`src/cpc_pkg.sv`:
```
// shared types, constants and the arctangent table for the cell-to-polar block
package cpc_pkg;

  localparam int CORDIC_STAGES_DEF = 18;
  localparam int INDEX_BITS_DEF    = 10;
  localparam int ATAN_ENTRIES      = 24;

  localparam int ID_W       = 32;
  localparam int RING_LSB   = 0;
  localparam int SECTOR_LSB = 10;
  localparam int LAYER_LSB  = 20;

  localparam int LEN_W      = 24;
  localparam int PITCH_W    = 19;
  localparam int OFFSET_W   = 18;
  localparam int POLAR_W    = 17;
  localparam int AZ_W       = 19;
  localparam int AZ_RAW_W   = 20;
  localparam int CFG_W      = 24;
  localparam int CFG_IDX_W  = 3;
  localparam int XY_W       = 36;
  localparam int Z_W        = 27;
  localparam int FRAC_SHIFT = 8;

  localparam logic [AZ_RAW_W-1:0] PI_Q16       = 20'd205887;
  localparam logic [AZ_RAW_W-1:0] TWO_PI_Q16   = 20'd411775;
  localparam logic [AZ_RAW_W-1:0] THREE_PI_Q16 = 20'd617662;
  localparam logic [POLAR_W-1:0]  HALF_PI_Q16  = 17'd102944;

  typedef enum logic [CFG_IDX_W-1:0] {
    REG_INNER_RADIUS     = 3'd0,
    REG_RING_PITCH       = 3'd1,
    REG_START_DEPTH      = 3'd2,
    REG_LAYER_THICKNESS  = 3'd3,
    REG_SECTOR_PITCH     = 3'd4,
    REG_ODD_LAYER_OFFSET = 3'd5
  } cfg_reg_t;

  typedef logic signed [Z_W-1:0] angle_t;

  // atan(2^-i) in q.24 radians
  localparam angle_t ATAN_Q24 [ATAN_ENTRIES] = '{
    27'sd13176795, 27'sd7778716, 27'sd4110060, 27'sd2086331,
    27'sd1047214,  27'sd524117,  27'sd262123,  27'sd131069,
    27'sd65536,    27'sd32768,   27'sd16384,   27'sd8192,
    27'sd4096,     27'sd2048,    27'sd1024,    27'sd512,
    27'sd256,      27'sd128,     27'sd64,      27'sd32,
    27'sd16,       27'sd8,       27'sd4,       27'sd2
  };

  typedef struct packed {
    logic [LEN_W-1:0]    inner_radius;
    logic [LEN_W-1:0]    ring_pitch;
    logic [LEN_W-1:0]    start_depth;
    logic [LEN_W-1:0]    layer_thickness;
    logic [PITCH_W-1:0]  sector_pitch;
    logic [OFFSET_W-1:0] odd_layer_offset;
  } geom_cfg_t;

  // results that ride along the rotation chain
  typedef struct packed {
    logic [AZ_RAW_W-1:0] az_raw;
    logic [LEN_W-1:0]    radius;
    logic [LEN_W-1:0]    depth;
    logic                len_sat;
    logic                az_clamp;
  } side_t;

  typedef struct packed {
    logic signed [XY_W-1:0] x;
    logic signed [XY_W-1:0] y;
    logic signed [Z_W-1:0]  z;
    side_t                  side;
  } cell_t;

endpackage

```
`src/cpc_cell.sv`:
```
// one cordic vectoring iteration with a fixed shift, registered
module cpc_cell #(
  parameter int SHIFT = 0
) (
  input  logic           clk,
  input  logic           rst,
  input  logic           en,
  input  logic           in_valid,
  input  cpc_pkg::cell_t cell_in,
  output logic           out_valid,
  output cpc_pkg::cell_t cell_out
);

  logic signed [cpc_pkg::XY_W-1:0] x, y, xs, ys;
  logic signed [cpc_pkg::Z_W-1:0]  z;
  cpc_pkg::cell_t                  cell_next;

  always_comb begin
    x  = cell_in.x;
    y  = cell_in.y;
    z  = cell_in.z;
    // arithmetic shift floors toward minus infinity
    xs = x >>> SHIFT;
    ys = y >>> SHIFT;
    cell_next = cell_in;
    if (y > 0) begin
      cell_next.x = x + ys;
      cell_next.y = y - xs;
      cell_next.z = z + cpc_pkg::ATAN_Q24[SHIFT];
    end else begin
      cell_next.x = x - ys;
      cell_next.y = y + xs;
      cell_next.z = z - cpc_pkg::ATAN_Q24[SHIFT];
    end
  end

  always_ff @(posedge clk) begin
    if (rst) begin
      out_valid <= 1'b0;
    end else if (en) begin
      out_valid <= in_valid;
    end
  end

  always_ff @(posedge clk) begin
    if (en) begin
      cell_out <= cell_next;
    end
  end

endmodule

```
`config.mk`:
```
export PLATFORM = sky130hd
export DESIGN_NAME = cpc_cell
export DESIGN_NICKNAME = d
export VERILOG_FILES = /design/src/cpc_pkg.sv /design/src/cpc_cell.sv
export SDC_FILE = /design/constraint.sdc
export NUM_CORES = 1
export LEC_CHECK = 0
export ABC_AREA = 1
export BUFFER_PORTS_ARGS = -buffer_cell sky130_fd_sc_hd__buf_2
export CORE_MARGIN = 5
export CORE_UTILIZATION = 40
export DETAILED_ROUTE_END_ITERATION = 12
export GPL_TIMING_DRIVEN = 0
export PLACE_DENSITY = 0.59
export SYNTH_ARGS = -nofsm -noshare
export SYNTH_HDL_FRONTEND = slang
export SYNTH_SLANG_ARGS = --single-unit
```
`constraint.sdc`:
```
create_clock -name clk -period 3.4 [get_ports clk]
set_clock_uncertainty 0.15 [all_clocks]
set_input_delay 0.68 -clock clk [delete_from_list [all_inputs] [get_ports clk]]
set_output_delay 0.68 -clock clk [all_outputs]
set_load 0.01 [all_outputs]
```
==> metrics <==
synth top area cells=edfxtp_1 (34%), nand2_1 (14%), ha_1 (11%); delay-heaviest family, CP=simple AND/OR/NAND/NOR gates; residual DRC count=0; final wirelength=57.9 mm; min Tclk post-route=3460 ps; ratio of cells with drive above 1 in the final layout=23.8%; number of synthesized register bits=169; Tcrit/Tclk final=102%; fin. max-slew vios=0; Routed WL per cell=20.2 um; Sink Count=169; Post-synth EDFFs=168; fin nets=2,692; Syn. warnings=0; final setup vio count=4; CP Class=in2reg; end of the worst register-to-register path=out_valid; Starting Density=40.2%; Die Span Y=201 um; clock-pin transition on the worst setup and hold timing paths=80 ps; antenna violations before repair=2; worst reg2reg startpoint=out_valid; Max Cap Viol=0; Longest Clk Path Bufs=2; CTS tree=yes; RSZ-0062 raised after global routing=true; Syn Nets=2,313; n_diodes=0; CP startpoint kind=input port; Place WS=-1310 ps; biggest area consumer among synthesized cells=edfxtp_1; GRT Total Usage=27.6%; H-tree level count=4; post-route cell area=18,300 um^2; final setup margin=-57.1 ps; Pleak=9.01 nW; Least-Margin Pin Slew=990 ps; status=complete, but fails checks; slowest stage delay, CP=350 ps; pin count of the biggest net entering global routing=117; Detailed Route Iter0 Violations=1,257; register area share after synthesis=34.6%; Post-synth ARST share=0%; post-route ant nets=0; Min-Delay Endpoint=out_valid; row count=70; HP Class=in2reg; Crit path arrival time=3520 ps; Critical-path top delay cell=nand4_1; Skew-Pair Late Insertion Delay=460 ps; Fin Setup TNS=-155 ps; GPL Wtd Cong=0.964; hpwl dp=47.8 mm; area fraction of the dominant cell type after synthesis=34.5%; TritonRoute pass-1 iters=6; CP Max Fanout=6; total power=0.00740 W; vias=14,900; fmax=289 MHz; crit end category=register; total gr overflow=0; Slew HR=34.0%; CORE AREA=36,300 um^2; Synth cell types=46; Critical Path RT=3460 ps; mapped cell area=14,600 um^2; worst path bufs/invs=5; vias in the first global route=14,600; crit-path cells=buf_2 > inv_2 > nand4_1 > nor3_2 > nand4_1 > nand2_4 > inv_8 > clkbuf_16 > ha_4 > nand2_2 > nor2_2 > inv_1 > nor3_2 > nand3_2 > nand3_4 > a21oi_2 > xor2_1; first-pass GRT wire length=85.9 mm; cts bufs inserted=17; P&R area growth vs syn=25.3%; Die Width=201 um; Synth Flop Type=edfxtp_1; VDD IR-drop max=0.359 mV; Pwr Density=404 nW/um^2; io pins=343; final hold violation count=0; Total Die Area=40,500 um^2; hold path start=rst; Syn Inst Count=2,006; Synth Area per Inst=7.29 um^2; final hold slack=215 ps; Port Buf Inserts=342; violated checks=setup timing; slack of the worst reg-to-reg path=2670 ps; worst hold path stage count=2; clock root cell=clkbuf_16; Cell Area, Placed=17,000 um^2; vias per inst=5.21; r2r worst-path depth=2
## worst max-delay path by stage
stage / slack, ps / to / startpoint / cells after the start
after CTS: -6 / cell_out[95] / cell_in[126] / 17
after detailed placement: -1310 / cell_out[95] / cell_in[131] / 14
after global routing: -80 / cell_out[95] / cell_in[129] / 17
final: -60 / cell_out[95] / cell_in[129] / 17
after floorplan: 260 / cell_out[88] / cell_in[101] / 15
after global placement: -1320 / cell_out[95] / cell_in[129] / 14
## cells in the final DEF (no fill, tap or decap), drive strengths merged, types with 2 or more instances in the layout
master / instances
xnor2: 7
o21a: 4
a21o: 8
nor2: 193
o21bai: 18
nor4: 3
clkinv: 5
buf: 395
nand4: 21
a21boi: 6
nand2: 569
xor2: 54
inv: 313
clkbuf: 25
a31oi: 4
o21ai: 120
or2: 2
fa: 4
nand3: 163
edfxtp: 168
nor3: 29
ha: 130
a21oi: 147
## what timing repair did
item	4_1_cts	5_1_grt
pin swaps	22	12
gates cloned	3	0
hold endpoints to repair	0	0
hold buffers	0	0
setup buffers	12	2
endpoints found under the setup margin	24	14
gates resized for setup	77	46
## area by class of cell
cell class / instances / area (um^2)
repair buffers: 360 / 1940
well taps: 468 / 586
flip-flops and latches: 169 / 5060
fillers: 3603 / 18000
multi-input cells: 1488 / 8620
clock inverters: 15 / 195
plain buffers: 44 / 343
clock buffers: 17 / 425
inverters: 305 / 1150
## synth_stat cells (2+ instances only)
| master | n |
|---|---|
| a31oi_1 | 4 |
| o21ai_1 | 8 |
| fa_1 | 4 |
| nor4_4 | 2 |
| edfxtp_1 | 168 |
| nand2_2 | 12 |
| clkbuf_1 | 4 |
| nor3_2 | 4 |
| inv_2 | 7 |
| nor3_1 | 24 |
| nand4_1 | 21 |
| nor2_2 | 13 |
| o21a_1 | 4 |
| buf_6 | 7 |
| nor2_1 | 180 |
| ha_1 | 130 |
| xor2_1 | 52 |
| o21ai_2 | 5 |
| buf_2 | 13 |
| a21boi_0 | 6 |
| xor2_2 | 2 |
| buf_4 | 17 |
| xnor2_1 | 7 |
| a21oi_1 | 144 |
| o21ai_0 | 107 |
| inv_1 | 298 |
| a21o_1 | 8 |
| a21oi_2 | 3 |
| nand3_1 | 157 |
| nand3_2 | 6 |
| nand2_1 | 556 |
| or2_0 | 2 |
| o21bai_1 | 18 |
## per-stage QoR
step | util [%] | std cells
after global placement | 46.6 | 2816
after floorplan | - | 2006
after CTS | 49.9 | 2864
final | 50.4 | 2866
after detailed placement | 46.7 | 2817
after global routing | 50.4 | 2866
## where the power goes
group	total, W	switching [W]	internal (W)
sequential	0.00268	0.0000757	0.00261
combinational	0.00264	0.00174	0.000901
clock	0.00207	0.00101	0.00107
total	0.00740	0.00282	0.00458
## cell families after synthesis
logic type / after synthesis / synth area share (%)
AOI/OAI and AO/OA: 310 / 11.5
xor gates and xnor gates: 61 / 3.76
adders and majority gates: 134 / 11.7
buffers and inverters: 349 / 9.94
DFF: 169 / 34.6
muxes: 1 / 0.0684
and+or+nand+nor: 982 / 28.4
## registers in the layout, summed over array words and instances, names as in the netlist
| name | cells |
|---|---|
| cell_out | 168 |
| out_valid | 1 |
## per-layer routing
| metal | up-vias | track usage (%) | part of all wire (%) |
|---|---|---|---|
| li1 | 7279 | - | - |
| met1 | 6900 | 36.1 | 43 |
| met2 | 651 | 47.3 | 47 |
| met3 | 95 | 4.03 | 6.8 |
| met4 | 0 | 8.67 | 3.0 |
| met5 | - | 0 | 0 |
Power figures use the tool's default switching activity.
