[src/cpc_pkg.sv]
// shared types, constants and the arctangent table for the cell-to-polar block
package cpc_pkg;

  localparam int CORDIC_STAGES_DEF = 18;
  localparam int INDEX_BITS_DEF    = 10;
  localparam int ATAN_ENTRIES      = 24;

  localparam int ID_W       = 32;
  localparam int RING_LSB   = 0;
  localparam int SECTOR_LSB = 10;
  localparam int LAYER_LSB  = 20;

  localparam int LEN_W      = 24;
  localparam int PITCH_W    = 19;
  localparam int OFFSET_W   = 18;
  localparam int POLAR_W    = 17;
  localparam int AZ_W       = 19;
  localparam int AZ_RAW_W   = 20;
  localparam int CFG_W      = 24;
  localparam int CFG_IDX_W  = 3;
  localparam int XY_W       = 36;
  localparam int Z_W        = 27;
  localparam int FRAC_SHIFT = 8;

  localparam logic [AZ_RAW_W-1:0] PI_Q16       = 20'd205887;
  localparam logic [AZ_RAW_W-1:0] TWO_PI_Q16   = 20'd411775;
  localparam logic [AZ_RAW_W-1:0] THREE_PI_Q16 = 20'd617662;
  localparam logic [POLAR_W-1:0]  HALF_PI_Q16  = 17'd102944;

  typedef enum logic [CFG_IDX_W-1:0] {
    REG_INNER_RADIUS     = 3'd0,
    REG_RING_PITCH       = 3'd1,
    REG_START_DEPTH      = 3'd2,
    REG_LAYER_THICKNESS  = 3'd3,
    REG_SECTOR_PITCH     = 3'd4,
    REG_ODD_LAYER_OFFSET = 3'd5
  } cfg_reg_t;

  typedef logic signed [Z_W-1:0] angle_t;

  // atan(2^-i) in q.24 radians
  localparam angle_t ATAN_Q24 [ATAN_ENTRIES] = '{
    27'sd13176795, 27'sd7778716, 27'sd4110060, 27'sd2086331,
    27'sd1047214,  27'sd524117,  27'sd262123,  27'sd131069,
    27'sd65536,    27'sd32768,   27'sd16384,   27'sd8192,
    27'sd4096,     27'sd2048,    27'sd1024,    27'sd512,
    27'sd256,      27'sd128,     27'sd64,      27'sd32,
    27'sd16,       27'sd8,       27'sd4,       27'sd2
  };

  typedef struct packed {
    logic [LEN_W-1:0]    inner_radius;
    logic [LEN_W-1:0]    ring_pitch;
    logic [LEN_W-1:0]    start_depth;
    logic [LEN_W-1:0]    layer_thickness;
    logic [PITCH_W-1:0]  sector_pitch;
    logic [OFFSET_W-1:0] odd_layer_offset;
  } geom_cfg_t;

  // results that ride along the rotation chain
  typedef struct packed {
    logic [AZ_RAW_W-1:0] az_raw;
    logic [LEN_W-1:0]    radius;
    logic [LEN_W-1:0]    depth;
    logic                len_sat;
    logic                az_clamp;
  } side_t;

  typedef struct packed {
    logic signed [XY_W-1:0] x;
    logic signed [XY_W-1:0] y;
    logic signed [Z_W-1:0]  z;
    side_t                  side;
  } cell_t;

endpackage

[src/cpc_front.sv]
// index unpacking, geometry products and length / azimuth saturation (three stages)
module cpc_front #(
  parameter int INDEX_BITS = cpc_pkg::INDEX_BITS_DEF
) (
  input  logic                     clk,
  input  logic                     rst,
  input  logic                     en,
  input  cpc_pkg::geom_cfg_t       cfg,
  input  logic                     in_valid,
  input  logic [cpc_pkg::ID_W-1:0] cell_id,
  output logic                     out_valid,
  output cpc_pkg::cell_t           cell_out
);

  localparam int RP_W = INDEX_BITS + 1 + cpc_pkg::LEN_W;
  localparam int RS_W = RP_W + 1;
  localparam int DP_W = INDEX_BITS + 2 + cpc_pkg::LEN_W;
  localparam int DS_W = DP_W + 1;
  localparam int AP_W = INDEX_BITS + cpc_pkg::PITCH_W;
  localparam int AS_W = AP_W + 1;

  logic                  v0, v1;
  logic [INDEX_BITS-1:0] ring0, sector0, layer0;
  logic [RP_W-1:0]       rprod1;
  logic signed [DP_W-1:0] dprod1;
  logic [AP_W-1:0]       sprod1;
  logic                  odd1;

  logic signed [INDEX_BITS:0] lm1;
  logic [RS_W-1:0]       rhalf, rsum;
  logic                  rover;
  logic signed [DS_W-1:0] dsum;
  logic                  dneg, dover;
  logic [AS_W-1:0]       asum;
  logic                  aover;
  logic [cpc_pkg::LEN_W-1:0]    rad, dep;
  logic [cpc_pkg::AZ_RAW_W-1:0] az;
  cpc_pkg::cell_t        cell_next;

  // stage 0: indices
  always_ff @(posedge clk) begin
    if (rst) begin
      v0 <= 1'b0;
    end else if (en) begin
      v0 <= in_valid;
    end
  end

  always_ff @(posedge clk) begin
    if (en) begin
      ring0   <= cell_id[cpc_pkg::RING_LSB +: INDEX_BITS];
      sector0 <= cell_id[cpc_pkg::SECTOR_LSB +: INDEX_BITS];
      layer0  <= cell_id[cpc_pkg::LAYER_LSB +: INDEX_BITS];
    end
  end

  // stage 1: one product per coordinate
  assign lm1 = signed'({1'b0, layer0} - (INDEX_BITS + 1)'(1));

  always_ff @(posedge clk) begin
    if (rst) begin
      v1 <= 1'b0;
    end else if (en) begin
      v1 <= v0;
    end
  end

  always_ff @(posedge clk) begin
    if (en) begin
      rprod1 <= RP_W'({ring0, 1'b1}) * RP_W'(cfg.ring_pitch);
      dprod1 <= DP_W'(lm1) * DP_W'(signed'({1'b0, cfg.layer_thickness}));
      sprod1 <= AP_W'(sector0) * AP_W'(cfg.sector_pitch);
      odd1   <= layer0[0];
    end
  end

  // stage 2: offsets and saturation
  always_comb begin
    rhalf = (RS_W'(rprod1) + RS_W'(1)) >> 1;
    rsum  = rhalf + RS_W'(cfg.inner_radius);
    rover = |rsum[RS_W-1:cpc_pkg::LEN_W];
    rad   = rover ? '1 : rsum[cpc_pkg::LEN_W-1:0];

    dsum  = DS_W'(dprod1) + DS_W'(signed'({1'b0, cfg.start_depth}));
    dneg  = dsum[DS_W-1];
    dover = !dneg && (|dsum[DS_W-2:cpc_pkg::LEN_W]);
    if (dneg) begin
      dep = '0;
    end else if (dover) begin
      dep = '1;
    end else begin
      dep = dsum[cpc_pkg::LEN_W-1:0];
    end

    asum  = AS_W'(sprod1) + (odd1 ? AS_W'(cfg.odd_layer_offset) : '0);
    aover = asum > AS_W'(cpc_pkg::THREE_PI_Q16);
    az    = aover ? cpc_pkg::THREE_PI_Q16 : asum[cpc_pkg::AZ_RAW_W-1:0];

    cell_next.x             = cpc_pkg::XY_W'(signed'({1'b0, dep, 8'h00}));
    cell_next.y             = cpc_pkg::XY_W'(signed'({1'b0, rad, 8'h00}));
    cell_next.z             = '0;
    cell_next.side.az_raw   = az;
    cell_next.side.radius   = rad;
    cell_next.side.depth    = dep;
    cell_next.side.len_sat  = rover || dneg || dover;
    cell_next.side.az_clamp = aover;
  end

  always_ff @(posedge clk) begin
    if (rst) begin
      out_valid <= 1'b0;
    end else if (en) begin
      out_valid <= v1;
    end
  end

  always_ff @(posedge clk) begin
    if (en) begin
      cell_out <= cell_next;
    end
  end

endmodule

[config.mk]
export PLATFORM = sky130hd
export DESIGN_NAME = cpc_front
export DESIGN_NICKNAME = d
export VERILOG_FILES = /design/src/cpc_pkg.sv /design/src/cpc_front.sv
export SDC_FILE = /design/constraint.sdc
export NUM_CORES = 2
export LEC_CHECK = 0
export BUFFER_PORTS_ARGS = -buffer_cell sky130_fd_sc_hd__buf_4
export CAP_MARGIN = 0
export CORE_MARGIN = 5
export CORE_UTILIZATION = 43
export DETAILED_ROUTE_END_ITERATION = 8
export HOLD_SLACK_MARGIN = 0.05
export PLACE_DENSITY = 0.58
export SETUP_SLACK_MARGIN = 0.2
export SKIP_CTS_REPAIR_TIMING = 1
export SLEW_MARGIN = 10
export SYNTH_ARGS = -nofsm -noshare
export SYNTH_HDL_FRONTEND = slang
export SYNTH_SLANG_ARGS = --single-unit
[constraint.sdc]
create_clock -name clk -period 7.35 [get_ports clk]
set_input_delay 0.735 -clock clk [delete_from_list [all_inputs] [get_ports clk]]
set_output_delay 0.735 -clock clk [all_outputs]
set_load 0.005 [all_outputs]
==> summary.txt <==
Timing
  • Slew @ Worst Pin: roughly 0.99 ns
  • WHS: 0.291 ns
  • Final setup fails: 0
  • Final setup TNS: 0 ns
  • Tcrit/Tclk final: 0.929
  • PnR worst setup slack: 0.525 ns
  • Skew final: 0.0355 ns
  • Final hold violations: 0
  • Max Fclk: 147 MHz
  • RSZ-0062 raised after global routing: no
  • Tmin final: 6.82 ns
  • Fin. max-slew vios: 0
  • Rel. slew slack: 0.340

Placement
  • Post-DP Area: 0.0372 mm2
  • Post-Place Worst Slack: 0.396 ns
  • IO Port Bufs: 285
  • Final Wtd Congestion: 0.849
  • HPWL Detailed: 66700 um

Floorplanning
  • Core Area: ~0.08 mm2
  • Die ar.: between 0.08 and 0.09 mm2
  • Die Span Y: 294 um
  • Starting Density: 0.431
  • Row Count: 104
  • Die Width: 294 um
  • I/O Pins: approximately 340

Routing
  • Vias: 24900
  • Routed WL per cell: 16.7 um
  • Antenna Nets Post-Route: 0
  • Initial detailed-routing violation count: 1072
  • Vias per cell: 5.07
  • TritonRoute pass-1 iters: 5
  • Remaining DRCs: 0
  • Met1 Routed Length: 35100 um
  • Highest routed metal layer: met4
  • WL final: 82200 um
  • Met2 wire length: roughly 40000 um
  • Met3 wire len: 4460 um

Cells and area
  • Layout cells sized above 1: 0.120
  • Area grow syn2layout: 10.9%
  • Post-route design area: 0.0384 mm2
  • Fin nets: 4829
  • Filler instances: ~7700

Synth
  • EDFF count, synth: 201
  • Fraction of registers with async set/reset: 0
  • Top_reg_cell synth: edfxtp_1
  • Warnings, synthesis: 0
  • Cell Area, Synth: 0.0346 mm2
  • Most frequent cell after synthesis: inv_1
  • Seq/Total Area, Yosys: 0.176
  • Top-area cell type share of the netlist area: 0.308
  • Post-synth cell types: 96
  • #FFs+latches synth: 204
  • Post-synth top cells: inv_1, fa_1, nand2_1
  • Cells after Synth: 3662
  • Synth area leaders: fa_1, edfxtp_1, ha_1
  • Area leader, netlist: fa_1
  • Avg Inst Size Synth: 9.44 um2

Worst hold path
  • Hold Path Depth: 1
  • Hold Crit Class: in -> reg
  • Hold Path Sink: sector0[5]$_DFFE_PP_
  • HP Start: cell_id[15]

Setup path
  • R2r setup slk: 0.53 ns
  • Req. time, crit path: 7.68 ns
  • Worst R2R Start: layer0[4]$_DFFE_PP_
  • CP Class: reg -> reg
  • Critical Path AT: roughly 7.2 ns
  • Critical register-to-register path endpoint: dprod1[26]$_DFFE_PP_
  • Reg2Reg Depth: 25
  • Critical Path Fanout Max: 12
  • Worst setup SP type: flop
  • Critical path capture point type: flop

CTS
  • H-tree levels: 1
  • CTS tree: yes
  • CTS max path bufs: 3
  • Insertion delay to the later sink of the worst-skew pair: ~0.61 ns
  • TritonCTS Buffers: 30
  • Sink Count: about 200
  • Clock-pin slew on the worst setup and hold paths: 0.07 ns
  • CTS root buffer: clkbuf_16

Global route
  • Total gr overflow: 0
  • Global-route wire length before repair: 135000 um
  • Largest net degree at the start of global routing: 72
  • GRT Total Usage: 0.190
  • Vias in the first global route: 25800
  • Initial antenna violation count: 5

Outcome
  • Status: finished, final reports clean

Pwr
  • Max rail drop VDD: 420 uV
  • Pwr dens: 464 mW/mm2
  • Leak pwr: 18.0 nW

Job
  • Max-Cap Viols: 0
## layout make-up
class,instances,area [um2],share of cell area
clock inverters,23,312,0.00812
multi-input cells,2688,25200,0.658
repair buffers,324,2440,0.0636
well taps,1060,1330,0.0346
inverters,578,2170,0.0566
diodes,5,12.5,0.000326
clock buffers,33,762,0.0199
flip-flops and latches,204,6100,0.159
## critical path: stages, from the launching register on
cell	delay [ns]
edfxtp_1	0.44
nor3_2	0.26
nand3_2	0.18
or3_1	0.39
xnor2_2	0.20
buf_6	0.19
and2_1	0.16
fa_1	0.43
fa_1	0.50
fa_1	0.42
fa_1	0.49
inv_1	0.05
fa_1	0.48
inv_1	0.04
ha_1	0.33
a21oi_1	0.16
nor2b_1	0.06
o21ai_0	0.15
nand2_1	0.11
and2_1	0.20
or3_1	0.40
and2_1	0.20
o21a_1	0.19
o21ai_0	0.22
a21oi_1	0.12
xor2_1	0.15
## worst max path at each step
stage                                   start                   end  slack (ns)  cells past startpoint
after floorplan                       cfg[92]  rprod1[34]$_DFFE_PP_        0.88                     24
after global placement    layer0[4]$_DFFE_PP_  dprod1[34]$_DFFE_PP_        0.41                     25
after detailed placement  layer0[4]$_DFFE_PP_  dprod1[34]$_DFFE_PP_        0.40                     24
after CTS                 layer0[4]$_DFFE_PP_  dprod1[34]$_DFFE_PP_        0.35                     24
after global routing      layer0[4]$_DFFE_PP_  dprod1[24]$_DFFE_PP_        0.18                     25
final                     layer0[4]$_DFFE_PP_  dprod1[26]$_DFFE_PP_        0.53                     25
## where the power goes
group          leakage [nW]  internal, W  switching (W)
logic                  15.6      0.00618        0.00750
clock network         0.504     0.000936       0.000609
registers              1.90      0.00230       0.000281
total                  18.0      0.00942        0.00839
## placed cells by master (no fill, tap or decap), types with 6 or more instances in the layout
master        n
nand2_1     471
nand2b_1     21
nor3b_1       7
ha_1        302
o21bai_1     17
nor2b_1      70
nor3_1       35
o21a_1       21
or2_2        14
nor4_1        6
nand3_1      47
o21ai_0      74
a31oi_1      15
a21oi_1     144
and3_1       20
o211ai_1      9
and2_1      274
o211a_1       6
inv_1       578
xor2_1       66
clkinvlp_4    6
mux2i_1       8
a21o_1       65
buf_4       321
edfxtp_1    201
nor2_1      107
nand2_2      21
xnor2_1     113
and4_1        7
or3_1         9
a211oi_1     19
fa_1        532
clkbuf_16    30
nand4_1      23
conb_1       51
## layer usage
metal,up-vias,global-route usage
met5,-,0
met4,0,0.0515
met3,100,0.0276
met2,586,0.332
met1,12400,0.249
li1,11900,-
## state kept, by name, indices dropped and copies added, names as in the netlist
| name | flops |
|---|---|
| cell_out | 70 |
| dprod1 | 36 |
| rprod1 | 35 |
| sprod1 | 29 |
| layer0 | 10 |
| ring0 | 10 |
| sector0 | 10 |
| odd1 | 1 |
| out_valid | 1 |
| v0 | 1 |
| v1 | 1 |
## through the flow
stage,power (W),utilization,cells
2_1_floorplan,0.0135,-,3712
3_3_place_gp,0.0163,0.464,4849
3_5_place_dp,0.0164,0.464,4849
4_1_cts,0.0181,0.477,4905
5_1_grt,0.0201,0.479,4914
6_report,0.0178,0.479,4915
## cell families (layout without fill, tap and decap cells)
| kind of cell | Yosys count | count (layout) | synth area share |
|---|---|---|---|
| simple gates | 1168 | 1168 | 0.172 |
| fa+ha+maj | 834 | 834 | 0.417 |
| buf+inv | 820 | 958 | 0.101 |
| compound gates | 439 | 439 | 0.0832 |
| flops | 204 | 204 | 0.176 |
| xor+xnor | 185 | 185 | 0.0471 |
| mux | 11 | 11 | 0.00329 |
| other cells | 1 | 56 | 0.000108 |
No activity file was read; power rests on OpenSTA's default activity.
